$ cat src/rtl/dmwbc_pkg.sv
`default_nettype none
package dmwbc_pkg;

    localparam int ADDR_W      = 32;
    localparam int DATA_W      = 32;
    localparam int LINE_BYTE_W = 4;
    localparam int WORD_BITS   = 2;
    localparam int LAT_W       = 4;
    localparam int CYCLES_W    = 6;
    localparam int COUNT_W     = 32;

    localparam logic [LAT_W-1:0] LAT_RESET = 4'd3;

    // request kinds
    localparam logic ACT_READ  = 1'b0;
    localparam logic ACT_WRITE = 1'b1;

    // controller -> datapath
    typedef struct packed {
        logic clear_step;
        logic load_req;
        logic lookup;
        logic fill_step;
        logic respond;
    } t_ctrl_cmd;

    // datapath -> controller
    typedef struct packed {
        logic clear_done;
        logic hit;
        logic fill_done;
        logic out_free;
    } t_dp_status;

endpackage
`default_nettype wire

$ cat src/rtl/dmwbc_ctrl.sv
`default_nettype none
module dmwbc_ctrl (
    input  wire                    i_clk,
    input  wire                    i_rst_n,
    input  wire                    i_req_valid,
    input  dmwbc_pkg::t_dp_status  i_status,
    output dmwbc_pkg::t_ctrl_cmd   o_cmd,
    output logic                   o_req_ready
);

    localparam logic [2:0] ST_CLEAR  = 3'd0;
    localparam logic [2:0] ST_IDLE   = 3'd1;
    localparam logic [2:0] ST_LOOKUP = 3'd2;
    localparam logic [2:0] ST_FILL   = 3'd3;
    localparam logic [2:0] ST_RESP   = 3'd4;

    logic [2:0] r_state;
    logic [2:0] n_state;

    always_ff @(posedge i_clk) begin
        if (!i_rst_n) begin
            r_state <= ST_CLEAR;
        end else begin
            r_state <= n_state;
        end
    end

    always_comb begin
        n_state = r_state;
        o_cmd   = '0;
        case (r_state)
            ST_CLEAR: begin
                o_cmd.clear_step = 1'b1;
                if (i_status.clear_done) begin
                    n_state = ST_IDLE;
                end
            end
            ST_IDLE: begin
                if (i_req_valid) begin
                    o_cmd.load_req = 1'b1;
                    n_state        = ST_LOOKUP;
                end
            end
            ST_LOOKUP: begin
                o_cmd.lookup = 1'b1;
                n_state      = i_status.hit ? ST_RESP : ST_FILL;
            end
            ST_FILL: begin
                o_cmd.fill_step = 1'b1;
                if (i_status.fill_done) begin
                    n_state = ST_RESP;
                end
            end
            ST_RESP: begin
                if (i_status.out_free) begin
                    o_cmd.respond = 1'b1;
                    n_state       = ST_IDLE;
                end
            end
            default: begin
                n_state = ST_CLEAR;
            end
        endcase
    end

    assign o_req_ready = (r_state == ST_IDLE);

endmodule
`default_nettype wire

$ cat config.mk
export PLATFORM = sky130hd
export DESIGN_NAME = dmwbc_ctrl
export DESIGN_NICKNAME = d
export VERILOG_FILES = /design/src/rtl/dmwbc_pkg.sv /design/src/rtl/dmwbc_ctrl.sv
export SDC_FILE = /design/constraint.sdc
export NUM_CORES = 1
export LEC_CHECK = 0
export ABC_AREA = 1
export ABC_CLOCK_PERIOD_IN_PS = 1200
export BUFFER_PORTS_ARGS = -buffer_cell sky130_fd_sc_hd__buf_4
export CORE_AREA = 2 2 39 41
export DETAILED_ROUTE_END_ITERATION = 16
export DIE_AREA = 0 0 41 43
export GPL_TIMING_DRIVEN = 0
export PLACE_DENSITY = 0.47
export SLEW_MARGIN = 20
export SYNTH_ARGS = -nofsm -noshare
export SYNTH_HDL_FRONTEND = slang
export SYNTH_SLANG_ARGS = --single-unit
$ cat constraint.sdc
create_clock -name i_clk -period 1.2 [get_ports i_clk]
set_clock_uncertainty 0.05 [all_clocks]
set_input_delay 0.12 -clock i_clk [delete_from_list [all_inputs] [get_ports i_clk]]
set_output_delay 0.12 -clock i_clk [all_outputs]
set_load 0.03 [all_outputs]
==> results of run 1 <==
synthesized netlist by cell type, drive strengths merged:
master  number
nor2        11
dfxtp        3
nor3         2
a21oi        3
nand2       11
inv         11
nand3        4
metrics by stage:
| step | setup slack [ns] | instance area [µm²] |
|---|---|---|
| after floorplan | -0.0949 | 272 |
| after CTS | -0.0232 | 457 |
| after global placement | -0.0449 | 382 |
| after global routing | -0.0709 | 510 |
| final | -0.0104 | 510 |
| after detailed placement | -0.0466 | 382 |
worst max path at each step:
stage                         endpoint  slack [ns]  cells after the start
2_1_floorplan                 o_cmd[2]       -0.09                      2
3_3_place_gp   r_state[0]$_SDFFE_PN0P_       -0.04                      7
3_5_place_dp   r_state[2]$_SDFFE_PN0P_       -0.05                      7
6_report                      o_cmd[0]       -0.01                      3
4_1_cts                       o_cmd[3]       -0.02                      5
5_1_grt                       o_cmd[0]       -0.07                      3
tightest hold or removal path, stage by stage:
cell and delay [ns]:
sky130_fd_sc_hd__buf_4 0.12, sky130_fd_sc_hd__inv_1 0.05, sky130_fd_sc_hd__a21oi_1 0.03
per-layer routing:
metal,vias up,wire length (µm),share of wire [%]
met5,-,0,0
met4,0,0,0
met3,0,61,9.4
met2,10,305,47
met1,136,280,43
li1,177,-,-
logic make-up (layout without fill, tap and decap cells):
logic type,Yosys count,after routing,synth area share (%)
compound gates,3,3,5.80
buf+inv,11,32,15.9
flops,3,3,23.2
simple gates,28,28,55.1
cell usage in the layout (no fill, tap or decap), drive strengths merged:
master  instances
buf            17
inv            11
nand2          11
nor2           11
nand3           4
clkbuf          4
dfxtp           3
a21oi           3
nor3            2
area by class of cell:
type                       instances  area share [%]
timing repair buffer              17            26.5
clock buffer                       4            5.15
tap                               16            3.92
multi-input combinational         31            41.4
sequential                         3            14.0
inverter                          11            9.07
repair_timing:
item	in CTS	in global routing
endpoints found under the setup margin	9	8
pin swaps	1	2
resized for setup	12	11
buffers inserted	3	2
gates cloned	0	0
power by group:
part,internal (mW),switching (mW)
clock network,0.124,0.0494
logic,0.445,0.579
registers,0.177,0.121
total,0.746,0.750
==> key figures, run 1 <==
Setup path
  – Critical-path top delay cell: sky130_fd_sc_hd__dfxtp_4
  – Maximum fanout encountered on the critical timing path: 6
  – Logic depth of the worst register-to-register path: 8
  – Worst setup path class: reg2out
  – Startpoint of the most critical register-to-register path: r_state[0]$_SDFFE_PN0P_
  – Data required time at the worst endpoint: 1.03 ns
  – Slack of the worst reg-to-reg path: 0.02 ns
  – Sort of element at the end of the critical path: primary output
  – CP top delay family: flip-flops
  – Cells traversed along the worst timing path: inv_4 > nor3_2 > buf_4
  – Data arrival, critical path: 1.04 ns
  – CP bufs+invs: 2
  – Crit path largest cell delay: 0.41 ns
  – Critical path startpoint: r_state[2]$_SDFFE_PN0P_
  – Endpoint of the worst register-to-register path: r_state[2]$_SDFFE_PN0P_
  – Setup crit start kind: register

Die
  – Chip Height: 43 µm
  – Standard cell core area: 1380 µm²
  – I/O pin cnt: 13
  – Effective utilization at floorplan: 18.7%
  – Die footprint: 1760 µm²
  – Overall die width: 41 µm
  – Number of placement rows: 14

Clocking
  – H-tree Lvls: 1
  – Cts-stage hold buffer count: 0
  – Source-to-sink clock delay at the later pin of the worst-skew pair: 0.23 ns
  – Clock root buffer master: sky130_fd_sc_hd__clkbuf_4
  – TritonCTS clock tree: done
  – Total number of clock tree sinks: 3
  – Reg clk slew, reported paths: 0.04 ns
  – Clock buffer depth: 2
  – Number of clock buffers inserted by TritonCTS: 3

STA
  – Setup repair after global routing missed its margin: yes
  – F_max: 826 MHz
  – Hold slack: 0.0694 ns
  – Relative slew slack: 90.5%
  – Total negative setup slack: -0.0151 ns
  – Shortest clock period the worst path allows after layout: 1.21 ns
  – Transition time of the tightest slew-check pin: 0.142 ns
  – Final Hold Viols: 0
  – Setup slack of the critical path after layout: -0.0104 ns
  – Final setup violating endpoints: 2
  – Final slew viol count: 0
  – Share of the cycle needed by the critical path after routing: 101%

Power and ir drop
  – Power Dens Cells: 2930 nW/µm²
  – Peak supply drop: 0.00119 V
  – Total Power Consumption: 1.50 mW
  – Leak Pwr: 0.261 nW

Finish
  – Sequential cell area: 71.3 µm²
  – Final non-filler cell total: 82
  – Filler cells: 152
  – Flip-flop count of the largest register, all copies and words added: 3
  – Top flop regs: r_state: 3 flops
  – Number of inserted diodes: 0
  – Final Net Count: 74
  – Area delta synth->final: 97.1%
  – Post-route core utilization: 36.9%
  – Area of the multi-input gates: 211 µm²
  – Proportion of layout cells with a drive suffix above 1: 68.2%
  – Register name with the most flops: r_state

GRT
  – Number of global-route vias before repair: 257
  – Number of antenna violations at the first check in global routing: 0
  – Met1 track demand over resource: 9.58%
  – Maximum number of pins on one net before global-route repair: 8
  – Wire length of the first global-routing pass: 972 µm
  – Most Used Layer, Global Route: met2
  – Total gr overflow: 0
  – GR Util All Layers: 8.42%
  – Global Route met3 Usage: 6.28%
  – Global-route track usage on met2: 11.3%

Detailed routing
  – Average via count per standard cell: 3.94
  – Total wire length: 647 µm
  – Detailed router's first-iteration violation count: 16
  – Routed Antenna Nets: 0
  – Detailed-route via count: 323
  – Average detailed-routed wire length per instance: 7.89 µm
  – First-pass iteration count of the detailed router: 4
  – DRC Markers: 0

Yosys
  – Synth cell types: 12
  – Mean instance size in the synthesized netlist: 5.76 µm²
  – Cell count after synthesis: 45
  – Cell type with the largest total area after synthesis: sky130_fd_sc_hd__dfxtp_1
  – Synth warnings: 0
  – Register area share after synthesis: 23.2%
  – Synthesized Nets: 52
  – Synth top area share: 23.2%
  – Register bit total from synthesis: 3
  – Post-Syn Area: 259 µm²
  – Most area-consuming cells after synthesis: sky130_fd_sc_hd__dfxtp_1, sky130_fd_sc_hd__inv_1, sky130_fd_sc_hd__nand2_2, sky130_fd_sc_hd__nor2_1, sky130_fd_sc_hd__nand2_1

Place
  – Final GP Congestion: 0.636
  – Count of buffers inserted at the top-level ports: 12
  – Placed Cells: 73
  – Post-DP HPWL: 459 µm

Status
  – Run status: finished with violations
  – Failing checks: setup timing

Min path
  – Worst-case hold path end point: r_state[1]$_SDFFE_PN0P_
  – Worst Hold Depth: 3
  – Startpoint of the lowest-slack hold path: i_rst_n
  – Worst Hold Class: in2reg

Flow run
  – Maximum Capacitance Violations: 0
No activity file was read; power rests on OpenSTA's default activity.
==> inputs of run 2 (changes only) <==
PLACE_DENSITY = 0.39   (was 0.47)
==> key figures, run 2 (synthesized netlist as in run 1, its figures left out) <==
GRT
  – Number of global-route vias before repair: 296
  – GR Util All Layers: 9.73%
  – Wire length of the first global-routing pass: 1.17 mm
  – Total gr overflow: 0
  – Number of antenna violations at the first check in global routing: 0
  – Maximum number of pins on one net before global-route repair: 7

Finish
  – Proportion of layout cells with a drive suffix above 1: 68.2%
  – Most common cell after layout, fill and taps aside: sky130_fd_sc_hd__buf_4
  – Most used cells in the layout excluding fill and tap cells: sky130_fd_sc_hd__buf_4, sky130_fd_sc_hd__inv_1, sky130_fd_sc_hd__nand2_2, sky130_fd_sc_hd__nand2_1, sky130_fd_sc_hd__buf_6
  – Area delta synth->final: 96.1%
  – Register name with the most flops: r_state
  – Flip-flop count of the largest register, all copies and words added: 3
  – Final Net Count: 74
  – Area of the multi-input gates: 203 µm²
  – Number of inserted diodes: 0
  – Top flop regs: r_state: 3 flops
  – Sequential cell area: 71.3 µm²
  – Filler cells: 161

STA
  – F_max: 821 MHz
  – Transition time of the tightest slew-check pin: 0.151 ns
  – Final Hold Viols: 0
  – Final setup violating endpoints: 2
  – Relative slew slack: 89.8%
  – Setup repair after global routing missed its margin: yes
  – Hold slack: 0.0741 ns
  – Final slew viol count: 0
  – Shortest clock period the worst path allows after layout: 1.22 ns
  – Setup slack of the critical path after layout: -0.0183 ns
  – Share of the cycle needed by the critical path after routing: 102%

Detailed routing
  – Total wire length: 657 µm
  – Average via count per standard cell: 3.98
  – Average detailed-routed wire length per instance: 8.01 µm
  – Detailed router's first-iteration violation count: 0
  – DRC Markers: 0
  – First-pass iteration count of the detailed router: 1
  – Routed Antenna Nets: 0
  – Detailed-route via count: 326

Min path
  – Worst Hold Class: in2reg
  – Worst Hold Depth: 3
  – Startpoint of the lowest-slack hold path: i_rst_n
  – Worst-case hold path end point: r_state[2]$_SDFFE_PN0P_

Setup path
  – Data required time at the worst endpoint: 1.03 ns
  – Logic depth of the worst register-to-register path: 7
  – Setup crit start kind: register
  – Sort of element at the end of the critical path: primary output
  – Slack of the worst reg-to-reg path: 0.06 ns
  – Worst setup path class: reg2out
  – Startpoint of the most critical register-to-register path: r_state[0]$_SDFFE_PN0P_
  – Data arrival, critical path: 1.05 ns
  – Endpoint of the worst register-to-register path: r_state[1]$_SDFFE_PN0P_
  – Maximum fanout encountered on the critical timing path: 5

Clocking
  – Cts-stage hold buffer count: 0
  – Reg clk slew, reported paths: 0.04 ns
  – Clock root buffer master: sky130_fd_sc_hd__clkbuf_4
  – H-tree Lvls: 1
  – Number of clock buffers inserted by TritonCTS: 3
  – Source-to-sink clock delay at the later pin of the worst-skew pair: 0.23 ns
  – TritonCTS clock tree: done
  – Total number of clock tree sinks: 3
  – Clock buffer depth: 2

Die
  – Die footprint: 1760 µm²
  – Number of placement rows: 14
  – Chip Height: 43 µm
  – Standard cell core area: 1380 µm²
  – Effective utilization at floorplan: 18.7%
  – I/O pin cnt: 13
  – Overall die width: 41 µm

Flow run
  – Maximum Capacitance Violations: 0

Power and ir drop
  – Leak Pwr: 0.257 nW
  – Peak supply drop: 0.00122 V
  – Power Dens Cells: 3000 nW/µm²
  – Total Power Consumption: 1.52 mW

Place
  – Setup slack at placement: -0.0313 ns
  – Post-DP HPWL: 479 µm
  – Count of buffers inserted at the top-level ports: 12
  – Final GP Congestion: 0.712

Status
  – Failing checks: setup timing
  – Run status: finished with violations
[run 2: worst max path at each step]
stage                            start                      end  slack (ns)  depth (start not counted)
2_1_floorplan  r_state[1]$_SDFFE_PN0P_                 o_cmd[2]       -0.09                          2
3_3_place_gp   r_state[2]$_SDFFE_PN0P_  r_state[2]$_SDFFE_PN0P_       -0.06                          7
3_5_place_dp   r_state[2]$_SDFFE_PN0P_  r_state[0]$_SDFFE_PN0P_       -0.03                          7
4_1_cts        r_state[0]$_SDFFE_PN0P_                 o_cmd[3]       -0.03                          5
5_1_grt        r_state[0]$_SDFFE_PN0P_                 o_cmd[3]       -0.07                          5
6_report       r_state[0]$_SDFFE_PN0P_                 o_cmd[0]       -0.02                          4
[run 2: metrics by stage]
stage | cell area, µm² | util [%] | cells | setup TNS (ns)
final | 508 | 36.7 | 82 | -0.0233
after floorplan | 272 | - | 45 | -0.0949
after CTS | 464 | 33.5 | 81 | -0.0286
after detailed placement | 382 | 27.6 | 73 | -0.0812
after global placement | 382 | 27.6 | 73 | -0.153
after global routing | 508 | 36.7 | 82 | -0.332
[run 2: area by class of cell]
| type | instances | share of cell area (%) |
|---|---|---|
| Inverter | 11 | 8.13 |
| Sequential cell | 3 | 14.0 |
| Clock buffer | 4 | 5.17 |
| Tap cell | 16 | 3.94 |
| Timing Repair Buffer | 17 | 28.8 |
| Multi-Input combinational cell | 31 | 39.9 |
[run 2: worst max-delay path, cell delays in order (launching register included)]
cell	delay, ns
sky130_fd_sc_hd__dfxtp_4	0.36
sky130_fd_sc_hd__nor2_4	0.13
sky130_fd_sc_hd__inv_2	0.06
sky130_fd_sc_hd__nor3_2	0.09
sky130_fd_sc_hd__buf_4	0.17
[run 2: metal layers]
metal	up-vias	share of wire, %	global-route usage, %
met5	-	0	0
met4	0	0	4.00
met3	0	6.1	4.71
met2	9	51	15.0
met1	142	42	10.9
li1	175	-	-
[run 2: power by group]
part	switching [mW]	total [mW]	internal, mW	leakage (nW)
Combinational	0.591	1.07	0.483	0.215
Clock	0.0486	0.173	0.124	0.0150
Sequential	0.101	0.277	0.176	0.0267
[run 2: timing repair]
item	CTS	global route
resized for setup	12	11
setup buffers	4	1
hold endpoints to repair	0	0
endpoints found under the setup margin	9	9
pin swaps	1	7
